## src/hdl/mfrbp_pkg.sv

```systemverilog
// shared types and constants of the motion-capture frame rigid-body parser
`default_nettype none
package mfrbp_pkg;

   localparam int DefCountBits = 32;
   localparam logic [15:0] FRAME_MSG_ID = 16'd7;
   localparam int RecWords = 9;
   localparam int RwBits = 4;
   localparam logic [RwBits-1:0] RW_POS_Z = 4'd3;
   localparam logic [RwBits-1:0] RW_LAST = 4'd8;

   typedef enum logic [3:0] {
      PH_MSG_ID,
      PH_LENGTH,
      PH_FRAME,
      PH_NSETS,
      PH_SET_NAME,
      PH_SET_COUNT,
      PH_SKIP_SET,
      PH_OTHER_COUNT,
      PH_SKIP_OTHER,
      PH_BODY_COUNT,
      PH_BODY,
      PH_IDLE
   } phase_type;

   typedef struct packed {
      logic [7:0] data_byte;
      logic       end_of_packet;
   } req_type;

   typedef struct packed {
      logic signed [31:0] body_id;
      logic signed [31:0] frame_number;
      logic [31:0]        pos_x;
      logic [31:0]        pos_y;
      logic [31:0]        pos_z;
      logic [31:0]        quat_x;
      logic [31:0]        quat_y;
      logic [31:0]        quat_z;
      logic [31:0]        quat_w;
      logic [31:0]        mean_error;
      logic               tracked;
      logic               last_body;
   } rsp_type;

   typedef logic [2:0][31:0] pos_type;

endpackage
`default_nettype wire

```

## src/hdl/mocap_frame_rigid_body_parser.sv

```systemverilog
// top level: byte-stream frame parser giving one item per rigid body record
//
//  channel | direction | handshake           | payload
//  --------+-----------+---------------------+---------------------------------
//  req     | in        | req_valid/req_stall | req_data: datagram byte + eop
//  rsp     | out       | rsp_valid/rsp_stall | rsp_data: one rigid body record
//
// one byte is taken every cycle unless req_stall is high; a rigid body item enters
// the rsp register in the cycle after its last record byte is taken, held there until taken
// req_stall rises only while the parser waits on the last byte of a record and
// the rsp register still holds an item that the far side stalls
// reset is synchronous, no clearing pass; record and position
// stores hold no defined value until written
`default_nettype none
module mocap_frame_rigid_body_parser #(
   parameter int COUNT_BITS = mfrbp_pkg::DefCountBits
) (
   input  logic               clock,
   input  logic               reset,
   input  logic               req_valid,
   output logic               req_stall,
   input  mfrbp_pkg::req_type req_data,
   output logic               rsp_valid,
   input  logic               rsp_stall,
   output mfrbp_pkg::rsp_type rsp_data
);
   import mfrbp_pkg::*;

   localparam int SkipBits = COUNT_BITS + 4;

   // parser state
   phase_type             phase_ff, phase_in;
   logic [1:0]            bif_ff, bif_in;          // byte within current field
   logic [31:0]           asm_ff, asm_in;          // field assembly
   logic                  kind_frame_ff, kind_frame_in;
   logic [COUNT_BITS-1:0] sets_ff, sets_in;
   logic [SkipBits-1:0]   skip_ff, skip_in;
   logic [COUNT_BITS-1:0] bodies_ff, bodies_in;
   logic [RwBits-1:0]     rw_ff, rw_in;            // word index within body record

   // payload stores
   logic [7:0][31:0]      rec_ff;
   logic                  rec_we;
   logic [31:0]           frame_ff;
   logic                  frame_we;
   pos_type               prev_pos_ff;
   logic                  pos_we;
   logic                  seen_ff, seen_in;
   logic                  tracked_ff, tracked_in;

   // result register
   logic                  rsp_valid_ff, rsp_valid_in;
   rsp_type               rsp_data_ff;

   logic                  req_fire;
   logic                  emit_pending;
   logic                  emit;
   logic [31:0]           cur_field;               // field value including this byte
   logic                  field2_done, field4_done;
   logic [COUNT_BITS-1:0] cnt;
   logic [SkipBits-1:0]   cnt_x12;
   logic [COUNT_BITS-1:0] bodies_dec;              // bodies left after this record
   pos_type               new_pos;
   logic                  pos_equal;

   // negative counts mean none, large ones saturate to the counter width
   function automatic logic [COUNT_BITS-1:0] clamp_count(input logic [31:0] v);
      logic [31:0] hi;
      hi = v >> COUNT_BITS;
      if (v[31]) begin
         clamp_count = '0;
      end else if (hi != 32'd0) begin
         clamp_count = '1;
      end else begin
         clamp_count = v[COUNT_BITS-1:0];
      end
   endfunction

   // the last byte of a record makes an item; it waits only if the rsp slot stays full
   assign emit_pending = (phase_ff == PH_BODY) && (bif_ff == 2'd3) && (rw_ff == RW_LAST);
   assign req_stall    = rsp_valid_ff && rsp_stall && emit_pending;
   assign req_fire     = req_valid && !req_stall;

   // little-endian byte assembly
   always_comb begin
      cur_field = (bif_ff == 2'd0) ? 32'd0 : asm_ff;
      unique case (bif_ff)
         2'd0:    cur_field[7:0]   = req_data.data_byte;
         2'd1:    cur_field[15:8]  = req_data.data_byte;
         2'd2:    cur_field[23:16] = req_data.data_byte;
         default: cur_field[31:24] = req_data.data_byte;
      endcase
   end

   assign field2_done = (bif_ff >= 2'd1);
   assign field4_done = (bif_ff == 2'd3);
   assign cnt         = clamp_count(cur_field);
   assign cnt_x12     = ({4'd0, cnt} << 3) + ({4'd0, cnt} << 2);
   assign bodies_dec  = (bodies_ff != '0) ? bodies_ff - 1'b1 : '0;

   assign new_pos[0] = rec_ff[1];
   assign new_pos[1] = rec_ff[2];
   assign new_pos[2] = cur_field;

   mfrbp_pos_cmp u_pos_cmp (
      .prev_pos  (prev_pos_ff),
      .new_pos   (new_pos),
      .pos_equal (pos_equal)
   );

   // next state
   always_comb begin
      phase_in      = phase_ff;
      bif_in        = bif_ff;
      asm_in        = asm_ff;
      kind_frame_in = kind_frame_ff;
      sets_in       = sets_ff;
      skip_in       = skip_ff;
      bodies_in     = bodies_ff;
      rw_in         = rw_ff;
      seen_in       = seen_ff;
      tracked_in    = tracked_ff;
      rec_we        = 1'b0;
      frame_we      = 1'b0;
      pos_we        = 1'b0;
      emit          = 1'b0;

      if (req_fire) begin
         unique case (phase_ff)
            PH_MSG_ID: begin
               asm_in = cur_field;
               bif_in = field2_done ? 2'd0 : bif_ff + 2'd1;
               if (field2_done) begin
                  kind_frame_in = (cur_field[15:0] == FRAME_MSG_ID);
                  phase_in      = PH_LENGTH;
               end
            end
            PH_LENGTH: begin
               asm_in = cur_field;
               bif_in = field2_done ? 2'd0 : bif_ff + 2'd1;
               if (field2_done) begin
                  phase_in = kind_frame_ff ? PH_FRAME : PH_IDLE;
               end
            end
            PH_FRAME: begin
               asm_in = cur_field;
               bif_in = bif_ff + 2'd1;
               if (field4_done) begin
                  frame_we = 1'b1;
                  phase_in = PH_NSETS;
               end
            end
            PH_NSETS: begin
               asm_in = cur_field;
               bif_in = bif_ff + 2'd1;
               if (field4_done) begin
                  sets_in  = cnt;
                  phase_in = (cnt != '0) ? PH_SET_NAME : PH_OTHER_COUNT;
               end
            end
            PH_SET_NAME: begin
               if (req_data.data_byte == 8'd0) begin
                  bif_in   = 2'd0;
                  phase_in = PH_SET_COUNT;
               end
            end
            PH_SET_COUNT: begin
               asm_in = cur_field;
               bif_in = bif_ff + 2'd1;
               if (field4_done) begin
                  sets_in = (sets_ff != '0) ? sets_ff - 1'b1 : '0;
                  skip_in = cnt_x12;
                  if (cnt_x12 != '0) begin
                     phase_in = PH_SKIP_SET;
                  end else begin
                     phase_in = (sets_in != '0) ? PH_SET_NAME : PH_OTHER_COUNT;
                  end
               end
            end
            PH_SKIP_SET: begin
               skip_in = (skip_ff != '0) ? skip_ff - 1'b1 : '0;
               if (skip_in == '0) begin
                  phase_in = (sets_ff != '0) ? PH_SET_NAME : PH_OTHER_COUNT;
               end
            end
            PH_OTHER_COUNT: begin
               asm_in = cur_field;
               bif_in = bif_ff + 2'd1;
               if (field4_done) begin
                  skip_in  = cnt_x12;
                  phase_in = (cnt_x12 != '0) ? PH_SKIP_OTHER : PH_BODY_COUNT;
               end
            end
            PH_SKIP_OTHER: begin
               skip_in = (skip_ff != '0) ? skip_ff - 1'b1 : '0;
               if (skip_in == '0) begin
                  phase_in = PH_BODY_COUNT;
               end
            end
            PH_BODY_COUNT: begin
               asm_in = cur_field;
               bif_in = bif_ff + 2'd1;
               if (field4_done) begin
                  bodies_in = cnt;
                  rw_in     = '0;
                  phase_in  = (cnt != '0) ? PH_BODY : PH_IDLE;
               end
            end
            PH_BODY: begin
               asm_in = cur_field;
               bif_in = bif_ff + 2'd1;
               if (field4_done) begin
                  rec_we = (rw_ff != RW_LAST);
                  if (rw_ff == RW_POS_Z) begin
                     // tracking: first body only seeds the stored position
                     pos_we  = 1'b1;
                     seen_in = 1'b1;
                     if (seen_ff) begin
                        tracked_in = !pos_equal;
                     end
                  end
                  if (rw_ff == RW_LAST) begin
                     emit      = 1'b1;
                     bodies_in = bodies_dec;
                     rw_in     = '0;
                     if (bodies_dec == '0) begin
                        phase_in = PH_IDLE;
                     end
                  end else begin
                     rw_in = rw_ff + 1'b1;
                  end
               end
            end
            PH_IDLE: begin
            end
            default: begin
               phase_in = PH_IDLE;
            end
         endcase

         // end of packet: partial data dropped, back to the message id
         if (req_data.end_of_packet) begin
            phase_in  = PH_MSG_ID;
            bif_in    = 2'd0;
            asm_in    = 32'd0;
            sets_in   = '0;
            skip_in   = '0;
            bodies_in = '0;
            rw_in     = '0;
         end
      end

      rsp_valid_in = emit ? 1'b1 : (rsp_valid_ff && rsp_stall);
   end

   // control registers
   always_ff @(posedge clock) begin
      if (reset) begin
         phase_ff      <= PH_MSG_ID;
         bif_ff        <= 2'd0;
         asm_ff        <= 32'd0;
         kind_frame_ff <= 1'b0;
         sets_ff       <= '0;
         skip_ff       <= '0;
         bodies_ff     <= '0;
         rw_ff         <= '0;
         seen_ff       <= 1'b0;
         tracked_ff    <= 1'b0;
         rsp_valid_ff  <= 1'b0;
      end else begin
         phase_ff      <= phase_in;
         bif_ff        <= bif_in;
         asm_ff        <= asm_in;
         kind_frame_ff <= kind_frame_in;
         sets_ff       <= sets_in;
         skip_ff       <= skip_in;
         bodies_ff     <= bodies_in;
         rw_ff         <= rw_in;
         seen_ff       <= seen_in;
         tracked_ff    <= tracked_in;
         rsp_valid_ff  <= rsp_valid_in;
      end
   end

   // payload registers
   always_ff @(posedge clock) begin
      if (rec_we) begin
         rec_ff[rw_ff[2:0]] <= cur_field;
      end
      if (frame_we) begin
         frame_ff <= cur_field;
      end
      if (pos_we) begin
         prev_pos_ff <= new_pos;
      end
      if (emit) begin
         rsp_data_ff.body_id      <= rec_ff[0];
         rsp_data_ff.frame_number <= frame_ff;
         rsp_data_ff.pos_x        <= rec_ff[1];
         rsp_data_ff.pos_y        <= rec_ff[2];
         rsp_data_ff.pos_z        <= rec_ff[3];
         rsp_data_ff.quat_x       <= rec_ff[4];
         rsp_data_ff.quat_y       <= rec_ff[5];
         rsp_data_ff.quat_z       <= rec_ff[6];
         rsp_data_ff.quat_w       <= rec_ff[7];
         rsp_data_ff.mean_error   <= cur_field;
         rsp_data_ff.tracked      <= tracked_ff;
         rsp_data_ff.last_body    <= (bodies_dec == '0);
      end
   end

   assign rsp_valid = rsp_valid_ff;
   assign rsp_data  = rsp_data_ff;

   // end of packet always returns to the message id with an empty field
   a_eop_rewind: assert property (@(posedge clock) disable iff (reset)
      req_fire && req_data.end_of_packet |=> phase_ff == PH_MSG_ID && bif_ff == 2'd0)
      else $error("parser did not rewind on end of packet");

   // a new item never lands on a held, stalled item
   a_no_overwrite: assert property (@(posedge clock) disable iff (reset)
      emit |-> !rsp_valid_ff || !rsp_stall)
      else $error("result register overwritten while stalled");

   // body records are only parsed with bodies still to come
   a_body_count: assert property (@(posedge clock) disable iff (reset)
      phase_ff == PH_BODY |-> bodies_ff != '0)
      else $error("body phase with zero bodies left");

   // skip phases always have bytes left to skip
   a_skip_count: assert property (@(posedge clock) disable iff (reset)
      phase_ff == PH_SKIP_SET || phase_ff == PH_SKIP_OTHER |-> skip_ff != '0)
      else $error("skip phase with nothing to skip");

endmodule
`default_nettype wire

```

## src/hdl/mfrbp_pos_cmp.sv

```systemverilog
// float equality of two 3-component positions (+0 equals -0, nan never equal)
`default_nettype none
module mfrbp_pos_cmp (
   input  mfrbp_pkg::pos_type prev_pos,
   input  mfrbp_pkg::pos_type new_pos,
   output logic               pos_equal
);
   import mfrbp_pkg::*;

   logic [2:0] lane_eq;

   function automatic logic is_nan(input logic [31:0] a);
      is_nan = (a[30:23] == 8'hFF) && (a[22:0] != 23'd0);
   endfunction

   always_comb begin
      for (int i = 0; i < 3; i++) begin
         if (is_nan(prev_pos[i]) || is_nan(new_pos[i])) begin
            lane_eq[i] = 1'b0;
         end else if ((prev_pos[i][30:0] == 31'd0) && (new_pos[i][30:0] == 31'd0)) begin
            lane_eq[i] = 1'b1;
         end else begin
            lane_eq[i] = (prev_pos[i] == new_pos[i]);
         end
      end
   end

   assign pos_equal = &lane_eq;

endmodule
`default_nettype wire
```

## config.mk

```make
export PLATFORM = sky130hd
export DESIGN_NAME = mocap_frame_rigid_body_parser
export DESIGN_NICKNAME = d
export VERILOG_FILES = /design/src/hdl/mfrbp_pkg.sv /design/src/hdl/mocap_frame_rigid_body_parser.sv /design/src/hdl/mfrbp_pos_cmp.sv
export SDC_FILE = /design/constraint.sdc
export NUM_CORES = 1
export LEC_CHECK = 0
export BUFFER_PORTS_ARGS = -buffer_cell sky130_fd_sc_hd__clkbuf_2
export CAP_MARGIN = 40
export CORE_MARGIN = 1.5
export CORE_UTILIZATION = 30
export CTS_CLUSTER_DIAMETER = 200
export DETAILED_ROUTE_END_ITERATION = 16
export SLEW_MARGIN = 20
export SYNTH_ARGS = -nofsm -noshare
export SYNTH_HDL_FRONTEND = slang
export SYNTH_SLANG_ARGS = --single-unit
```

## constraint.sdc

```tcl
create_clock -name clock -period 18.05 [get_ports clock]
set_input_delay 0 -clock clock [delete_from_list [all_inputs] [get_ports clock]]
set_output_delay 0 -clock clock [all_outputs]
set_load 0.01 [all_outputs]
```

======== Yosys cells after proc, flatten, opt, wreduce, memory -nomap -nowiden ========
Cells that the tools add are included.
word-level totals
  flip-flop bits (word level) ............. 852
  input port bits ......................... 13
  output and inout port bits .............. 324
  word-level logic and storage cells ...... 228
cells by class
  $add $sub $neg .......................... 6
  order comparisons ....................... 3
  eq/ne operators ......................... 42
  multiplexer cells ....................... 77
  reduce and logical (&&, ||, !) cells .... 65
operators with widths
  operator                                             number
  two-way mux 32 bit                                   12
  bitwise mux 256 bit                                  1
  logical NOT 31 bit                                   6
  nonzero test 23 bit                                  6
  one-hot mux 32 bit (2 select lines)                  2
  nonzero test 32 bit                                  4
  two-way mux 36 bit                                   3
  demux 32 bit (select 3 bit)                          1
  == test 32 bit                                       3
  two-way mux 4 bit                                    19
  one-hot mux 36 bit (2 select lines)                  1
  nonzero test 36 bit                                  2
  subtractor 32 x 1 -> 32 bit (second input constant)  2
  == test 8 bit (second input constant)                6
  one-hot mux 4 bit (12 select lines)                  1
  adder 35 x 34 -> 36 bit                              1
  logical NOT 36 bit                                   1
  subtractor 36 x 1 -> 36 bit (second input constant)  1
  != test 3 bit (second input constant)                11
  logical NOT 32 bit                                   1
  two-way mux 8 bit                                    4
  two-way mux 31 bit                                   1
  two-way mux 1 bit                                    23
  == test 4 bit (second input constant)                5
  36 further kinds                                     76

======== Depth between registers and ports, before layout ========
Gate-level depths: netlist of run 1.
  word-level depth ........................ 10
  gate-level depth with buffers ........... 24
  mapped depth without buffers ............ 18

======== Modules after synthesis ========
Synthesis of run 1 repeated with hierarchy kept, for this count alone.
unflattened totals
  cells, all modules ...................... 2,844
  area total of the unflattened synthesis .. 35,883.2 sq um
modules (own cells, without submodules)
  module                         times used  cells an instance  area an instance (sq um)  sequential area each (sq um)
  mocap_frame_rigid_body_parser  1           2,622              34,277.9                  24,123.1
  mfrbp_pos_cmp                  1           222                1,605.3                   0.0

======== Worst setup path after synthesis of run 1 ========
No wires, ideal clock.
  kind .................................... flip-flop to flip-flop
  from .................................... register phase_ff[2]
  to ...................................... register rsp_data_ff (netlist bit rsp_data[0]) (enable)
  setup time .............................. 1.014 ns
  data arrival time ....................... 14.693 ns
  required time ........................... 17.036 ns
  path slack .............................. 2.343 ns
  cell stages (with the launch flop) ...... 8
  buffers on the path ..................... 2
  period minus slack after synthesis ...... 15.707 ns
  cell sequence ........................... dfxtp_1 clkbuf_1 nor2b_1 and2_1 clkbuf_1 nand3_1 o21ai_1 nor2_1
between the ends
  word-level cells in the longest chain between the ends .. 7
  elaborated cells between the ends (all ways) .. 8
  those cells by class .................... 1 x eq/ne; 2 x mux; 5 x reduce/logical
ends and longest elaborated chain
  element                         RTL line                                                                   source
  start: declaration              mocap_frame_rigid_body_parser.sv:32                                        phase_type phase_ff, phase_in;
  start signal: assignment        mocap_frame_rigid_body_parser.sv:271                                       phase_ff <= phase_in;
  == test 4 bit (*)               mocap_frame_rigid_body_parser.sv:80, mocap_frame_rigid_body_parser.sv:129
  logical AND 1 bit (2 in a row)  mocap_frame_rigid_body_parser.sv:80                                        assign emit_pending = (phase_ff == PH_BODY) && (bif_ff == 2'd3) && (rw_ff == RW_LAST);
  logical AND 1 bit               mocap_frame_rigid_body_parser.sv:81                                        assign req_stall = rsp_valid_ff && rsp_stall && emit_pending;
  logical NOT 1 bit               mocap_frame_rigid_body_parser.sv:82                                        assign req_fire = req_valid && !req_stall;
  logical AND 1 bit               mocap_frame_rigid_body_parser.sv:82
  two-way mux 1 bit (*)           mocap_frame_rigid_body_parser.sv:128                                       if (req_fire) begin
  named net emit                  mocap_frame_rigid_body_parser.sv:57                                        logic emit;
  end: declaration                mocap_frame_rigid_body_parser.sv:53                                        rsp_type rsp_data_ff;
The timed path passes the listed nets; every way through them passes the cells marked *.
A chain may end at the register's enable or synchronous reset.

======== Worst setup path after layout of run 1 ========
  from .................................... register bif_ff[0]
  to ...................................... register phase_ff[1]
between the ends
  word-level cells in the longest chain between the ends .. 10
  elaborated cells between the ends (all ways) .. 35
  those cells by class .................... 1 x add/sub; 1 x order compare; 11 x eq/ne; 12 x mux; 10 x reduce/logical
ends and longest elaborated chain
  element                                  RTL line                                                                  source
  start: declaration                       mocap_frame_rigid_body_parser.sv:33                                       logic [1:0] bif_ff, bif_in;
  start signal: assignment                 mocap_frame_rigid_body_parser.sv:272                                      bif_ff <= bif_in;
  logical NOT 2 bit (*)                    mocap_frame_rigid_body_parser.sv:86, mocap_frame_rigid_body_parser.sv:87
  two-way mux 32 bit                       mocap_frame_rigid_body_parser.sv:86                                       cur_field = (bif_ff == 2'd0) ? 32'd0 : asm_ff;
  two-way mux 8 bit (*)                    mocap_frame_rigid_body_parser.sv:87                                       unique case (bif_ff)
  named net cur_field[1]                   mocap_frame_rigid_body_parser.sv:58                                       logic [31:0] cur_field;
  two-way mux 31 bit (*)                   mocap_frame_rigid_body_parser.sv:70                                       if (v[31]) begin
  adder 35 x 34 -> 36 bit                  mocap_frame_rigid_body_parser.sv:98                                       assign cnt_x12 = ({4'd0, cnt} << 3) + ({4'd0, cnt} << 2);
  nonzero test 36 bit                      mocap_frame_rigid_body_parser.sv:173                                      if (cnt_x12 != '0) begin
  two-way mux 2 bit                        mocap_frame_rigid_body_parser.sv:173
  two-way mux 4 bit                        mocap_frame_rigid_body_parser.sv:170                                      if (field4_done) begin
  one-hot mux 4 bit (12 select lines) (*)  mocap_frame_rigid_body_parser.sv:129                                      unique case (phase_ff)
  two-way mux 4 bit (*)                    mocap_frame_rigid_body_parser.sv:242                                      if (req_data.end_of_packet) begin
The timed path passes the listed nets; every way through them passes the cells marked *. The select of a mux whose other input is x is not followed.

==> out/qor.csv, run 1 <==
metric;value;unit
area_delta_synth_final;18.01;%
cts_tree;done;
die-height;352.2;um
p_sw_share;23.54;%
p_leak;15.07;nW
fin_cells;4943;
irDropWorstVdd;0.06793;mV
cp_data_arrival_time;6.48;ns
synth_cells;2934;
grt_pass1_vias;24410;
syn-cell-area;36590;sq um
async_flop_share;0;%
routed.top_layer;met5;
seq_area_frac_synth;65.94;%
max_slew_margin;29.03;%
core_region_area;120400;sq um
vias;26190;
wl_per_cell;23.39;um
period_needed;5.956;ns
finalSetupTns;0;ns
htree_levels;3;
fin_util;35.84;%
drc;0;
finalHoldViolCount;0;
drv_cap;0;
ctsLongestPathBuffers;3;
drt_iter0_markers;2520;
die-width;352.2;um
fmax;167.9;MHz
cts_root_buf;clkbuf_16;
antenna_found_initial;3;
dieArea;124100;sq um
cts_sinks;852;
cp_max_fo;55;
yosys_warnings;0;
synth_seq_cells;852;
skew;0.04264;ns
cts-buffers-inserted;85;
via_per_inst;5.299;
wl_met1;47800;um
power_density;96.61;nW/um^2
seq_power_share;50.9;%
grt_max_degree;172;
cp.required;18.57;ns
design_power_total;0.004171;W
fin_crit_sh;32.99;%
dr_wl_met2;55990;um
clkSlewWorstSetupHoldPaths;0.06;ns
hpwl;78420;um
hold_slack;0.1517;ns
start_kind;register;
dp_cells;4778;
drt-total-wl;115600;um
numPortBuffers;336;
grt_overflow_total;0;
status;complete, no violations;
min_path_type;in -> reg;
drv_slew;0;
p_comb_share;7.2;%
insertion_delay;0.66;ns
place.gp.congestion;0.9411;
finalSetupViolations;0;
rsz0062_at_grt;no;
drtAntennaViolNets;0;
path_class;reg -> reg;
synth_edf_count;706;
nets;3304;
intPower;0.003189;W
cp-end-kind;register;
drive_gt1_share;18.38;%
ios;337;
synth_flop_cell;edfxtp_1;
cts_resized;0;
routed-wl-met3;7338;um
avgSynthCellArea;12.47;sq um
worst_slew_pin_slew;1.065;ns
rows;127;
pwr-share-clk;41.9;%
synth_nets;2975;
grt.total_usage;17.93;%
grt_pass1_wl;167600;um
start_util;30.37;%
synth.distinct_cells;101;
p_sw;0.0009818;W
firstDrtPassIters;5;
[layer usage]
metal	track usage (%)	vias to the layer above
met5	0	-
met4	6.914	4
met3	2.934	224
met2	30.24	1106
met1	22.98	12980
li1	-	11880
[cells in the final DEF, fill, tap and decap left out, types with 19 or more instances in the layout]
cell	Yosys	routed
edfxtp_1	706	706
clkbuf_2	1	335
nor2_1	292	290
a21oi_1	157	154
nand2_1	148	148
dfxtp_1	146	146
nor3_1	128	124
nor4_1	99	98
xor2_1	95	95
o21ai_0	93	93
xnor2_1	90	90
clkbuf_16	0	86
inv_1	64	63
a22oi_1	63	63
buf_4	5	59
nand3_1	56	56
nand4_1	48	48
o22ai_1	37	37
and3_1	30	28
ha_1	28	27
nand2b_1	26	26
a31oi_1	26	26
o31ai_1	25	24
or3_1	22	22
or4_1	21	21
nor4b_1	21	20
clkbuf_1	143	20
nor3b_1	22	19
[sequential cells by signal (all words and copies together), names as in the netlist, 32 cells and up]
register / cells
rsp_data: 322
rec_ff: 192
prev_pos_ff: 96
new_pos: 64
skip_ff: 36
asm_ff: 32
bodies_ff: 32
frame_ff: 32
sets_ff: 32
[cell usage after synthesis, types with 21 or more instances]
library cell	count	share of area, %
dfxtp_1	146	8.0
or4_1	21	0.43
nand2b_1	26	0.44
o21ai_0	93	1.3
nor3_1	128	1.8
nor4b_1	21	0.50
a21oi_1	157	2.1
xor2_1	95	2.3
xnor2_1	90	2.2
nand3_1	56	0.77
edfxtp_1	706	58
a31oi_1	26	0.44
o22ai_1	37	0.63
nor4_1	99	1.7
a22oi_1	63	1.3
nor3b_1	22	0.45
nand2_1	148	1.5
o31ai_1	25	0.51
nor2_1	292	3.0
nand4_1	48	0.82
inv_1	64	0.66
and3_1	30	0.51
ha_1	28	0.96
or3_1	22	0.38
clkbuf_1	143	1.5
[power groups by stage]
stage / Sequential [W] / Combinational, W / Clock, W
CTS: 0.00212 / 0.000292 / 0.00180
global route: 0.00212 / 0.000320 / 0.00187
finish: 0.00212 / 0.000299 / 0.00175
detailed placement: 0.00216 / 0.000290 / 0
global placement: 0.00216 / 0.000286 / 0
floorplan: 0.00216 / 0.000202 / 0
[metrics by stage]
stage               worst slack (ns)  instance area, sq um
global placement               11.89                 40100
detailed placement             11.82                 40280
floorplan                      2.343                 36590
finish                         12.09                 43170
CTS                            11.78                 43080
global route                   11.77                 43170
[what timing repair did]
item                      4_1_cts  5_1_grt
hold endpoints to repair       34        0
hold buffers                    5        0
setup buffers                   0        0
[worst max-delay path, cell delays in order (launching register included)]
cell      delay, ns
dfxtp_1        0.35
inv_1          0.12
ha_2           0.52
buf_4          0.62
mux2i_2        0.60
inv_1          0.50
nand2_1        0.19
a21oi_1        0.09
ha_1           0.26
o211ai_2       0.28
xor2_1         0.13
or4_1          0.40
or3_1          0.32
or4_1          0.55
nor4_1         0.29
and3_1         0.21
and4_1         0.29
o41ai_1        0.09
[worst paths after layout]
path / to / from / slack, ns / cells past startpoint
hold / removal: phase_ff[3] / req_data[0] / 0.15 / 3
hold reg to reg: rsp_data[169] / rec_ff[103] / 0.40 / 0
setup / recovery: phase_ff[1] / bif_ff[0] / 12.09 / 17
setup reg to reg: phase_ff[1] / bif_ff[0] / 12.09 / 17
[final cells by class]
cell class,instances,area [sq um]
inverters,71,267.8
clock inverters,42,436.7
fillers,11730,77280
diodes,1,2.502
flip-flops and latches,852,24120
clock buffers,112,2310
well taps,1612,2017
repair buffers,415,2436
multi-input cells,1838,11580
[kinds of logic after synthesis]
logic type / count (synthesis) / share of synthesized area [%]
DFF: 852 / 65.94
adders and majority gates: 28 / 0.9576
xor gates and xnor gates: 185 / 4.429
and+or+nand+nor: 1018 / 14.64
buffers and inverters: 244 / 2.722
AOI/OAI and AO/OA: 588 / 10.68
muxes: 19 / 0.6293
Note: power is estimated with default switching activity, not from simulation.
==> run 2, diff against run 1 <==
Clock period 18.05 ns to 6 ns, I/O delays scaled along.
==> out/qor.csv, run 2 (same netlist as run 1, synthesis figures left out) <==
metric;value;unit;change
fill_cells;11920;;+1.6%
largest_reg_flops;322;;unchanged
power_density;288.4;nW/um^2;+200%
nets;3344;;+1.2%
whs_endpoint;skip_ff[24];;
worst_slew_pin_slew;0.9873;ns;-0.07727 ns
hpwl;81530;um;+4.0%
cp.required;6.55;ns;-12.02 ns
drv_cap;0;;unchanged
rsz0062_at_grt;no;;
cts_sinks;852;;unchanged
layout_common_cells;706 x edfxtp_1, 336 x clkbuf_2, 288 x nor2_1;;
insertion_delay;0.66;ns;about the same
area_delta_synth_final;18.82;%;
p_leak;15.21;nW;+0.92%
drtAntennaViolNets;0;;unchanged
seq_power_share;50.9;%;about the same
ff2ff_path_depth;19;;+2
rr_startpoint;bif_ff[0];;
path_cells;inv_1, ha_2, buf_12, inv_2, and3_1, a21oi_1, inv_1, nand2_1, inv_1, ha_1, nand3_1, o31ai_1, nor2_1, nand2_1, o211ai_1, a211oi_1, nor3_1, and4_1, o41ai_1;;
cp_max_fo;63;;+15%
hold_start;req_valid;;
die-height;352.2;um;unchanged
fin_crit_sh;91.18;%;+58 points
period_needed;5.471;ns;-0.4849 ns
htree_levels;3;;unchanged
irDropWorstVdd;0.1865;mV;+170%
fmax;182.8;MHz;+8.9%
setup_slack;0.5294;ns;-11.57 ns
grt_max_degree;83;;-52%
path_class;reg -> reg;;
cts-buffers-inserted;83;;-2.4%
finalSetupViolations;0;;unchanged
p_sw;0.002950;W;+200%
rows;127;;unchanged
finalHoldViolCount;0;;unchanged
skew;0.03164;ns;-0.01101 ns
ctsLongestPathBuffers;3;;unchanged
cp_data_arrival_time;6.02;ns;-0.46 ns
vias;26380;;+0.70%
p_sw_share;23.52;%;about the same
postCtsSetupBuffers;0;;unchanged
via_per_inst;5.292;;-0.13%
dieArea;124100;sq um;unchanged
place.gp.congestion;0.9569;;+1.7%
grt_pass1_vias;24790;;+1.5%
numPortBuffers;336;;unchanged
slowest_stage;ha_2;;
drv_slew;0;;unchanged
die-width;352.2;um;unchanged
core_region_area;120400;sq um;unchanged
max_slew_margin;33.57;%;+4.5 points
min_path_type;in -> reg;;
rr_endpoint;phase_ff[1];;
status;complete, no violations;;
start_kind;register;;
grt_pass1_wl;170200;um;+1.6%
cts_root_buf;clkbuf_16;;
p_comb_share;7.4;%;+0.2 points
start_util;30.37;%;unchanged
critical_path.most_common_cell;inv_1;;
drc;0;;unchanged
dp_slack;0.6431;ns;-11.17 ns
r2r_slack;0.53;ns;-11.57 ns
clkSlewWorstSetupHoldPaths;0.06;ns;about the same
drive_gt1_share;19.50;%;+1.1 points
ios;337;;unchanged
intPower;0.009589;W;+200%
hold_slack;0.03832;ns;-0.1134 ns
drt_iter0_markers;2744;;+8.9%
min_path_cells;5;;+2
stdcell_area;43470;sq um;+0.69%
wl_per_cell;23.49;um;+0.44%
dpl_cell_area;40610;sq um;+0.81%
critPathMaxStageDelay;0.49;ns;-0.13 ns
antenna_found_initial;6;;+3
final_common_cell;edfxtp_1;;
grt.total_usage;18.25;%;+0.32 points
grt_overflow_total;0;;unchanged
pwr-share-clk;41.6;%;-0.3 points
cp-end-kind;register;;
firstDrtPassIters;5;;unchanged
drt-total-wl;117100;um;+1.3%
cts_tree;done;;
==> run 2: what timing repair did <==
| item | in CTS | in global routing |
|---|---|---|
| gates resized for setup | 0 | 0 |
| hold endpoints to repair | 68 | 0 |
| endpoints found under the setup margin | 0 | 0 |
| hold buffers | 4 | 0 |
==> run 2: layout make-up <==
| type | instances | area (sq um) | share of cell area (%) |
|---|---|---|---|
| repair buffers | 457 | 2724 | 6.266 |
| clock buffers | 104 | 2207 | 5.077 |
| diodes | 2 | 5.005 | 0.01151 |
| clock inverters | 48 | 506.7 | 1.166 |
| well taps | 1612 | 2017 | 4.640 |
| flip-flops and latches | 852 | 24120 | 55.49 |
| multi-input cells | 1838 | 11620 | 26.73 |
| inverters | 71 | 267.8 | 0.6159 |
==> run 2: per-layer routing <==
layer | vias to the layer above | wire, um | GRT usage, % | part of all wire [%]
li1 | 11940 | - | - | -
met1 | 13160 | 48670 | 23.79 | 42
met2 | 1044 | 56430 | 30.46 | 48
met3 | 225 | 7279 | 2.613 | 6.2
met4 | 10 | 4631 | 7.379 | 4.0
met5 | - | 74 | 0 | 0.063
==> run 2: how the worst max path moves through the flow <==
| stage | cells after the start | slack, ns | from | to |
|---|---|---|---|---|
| 2_1_floorplan | 7 | -0.24 | phase_ff[3] | rsp_data[0] |
| 3_3_place_gp | 19 | 0.77 | bif_ff[0] | phase_ff[1] |
| 3_5_place_dp | 19 | 0.64 | bif_ff[0] | phase_ff[1] |
| 4_1_cts | 19 | 0.60 | bif_ff[0] | phase_ff[1] |
| 5_1_grt | 19 | 0.14 | bif_ff[0] | phase_ff[1] |
| 6_report | 19 | 0.53 | bif_ff[0] | phase_ff[1] |
==> run 2: through the flow <==
step | util [%] | cells | total power (W) | setup TNS [ns]
final | 36.09 | 4984 | 0.01254 | 0
after global routing | 36.09 | 4982 | 0.01295 | 0
after CTS | 36.00 | 4975 | 0.01266 | 0
after detailed placement | 33.71 | 4819 | 0.007417 | 0
after global placement | 33.66 | 4814 | 0.007418 | 0
after floorplan | - | 2934 | 0.007103 | -76.90
==> run 2: worst max-delay path: cells and delay by family (launching register included) <==
family | cells | cell delay, ns
AO/OA/AOI/OAI | 5 | 1.55
AND/OR/NAND/NOR | 7 | 1.31
buffers and inverters | 5 | 1.21
adder cells (fa/ha/maj) | 2 | 0.89
flip-flops | 1 | 0.35
==> run 2: power by group through the flow <==
stage / registers (W) / logic [W] / clock network, W
final: 0.00639 / 0.000932 / 0.00522
after global routing: 0.00638 / 0.000998 / 0.00557
after CTS: 0.00638 / 0.000911 / 0.00536
after detailed placement: 0.00651 / 0.000904 / 0
after global placement: 0.00651 / 0.000906 / 0
after floorplan: 0.00649 / 0.000610 / 0
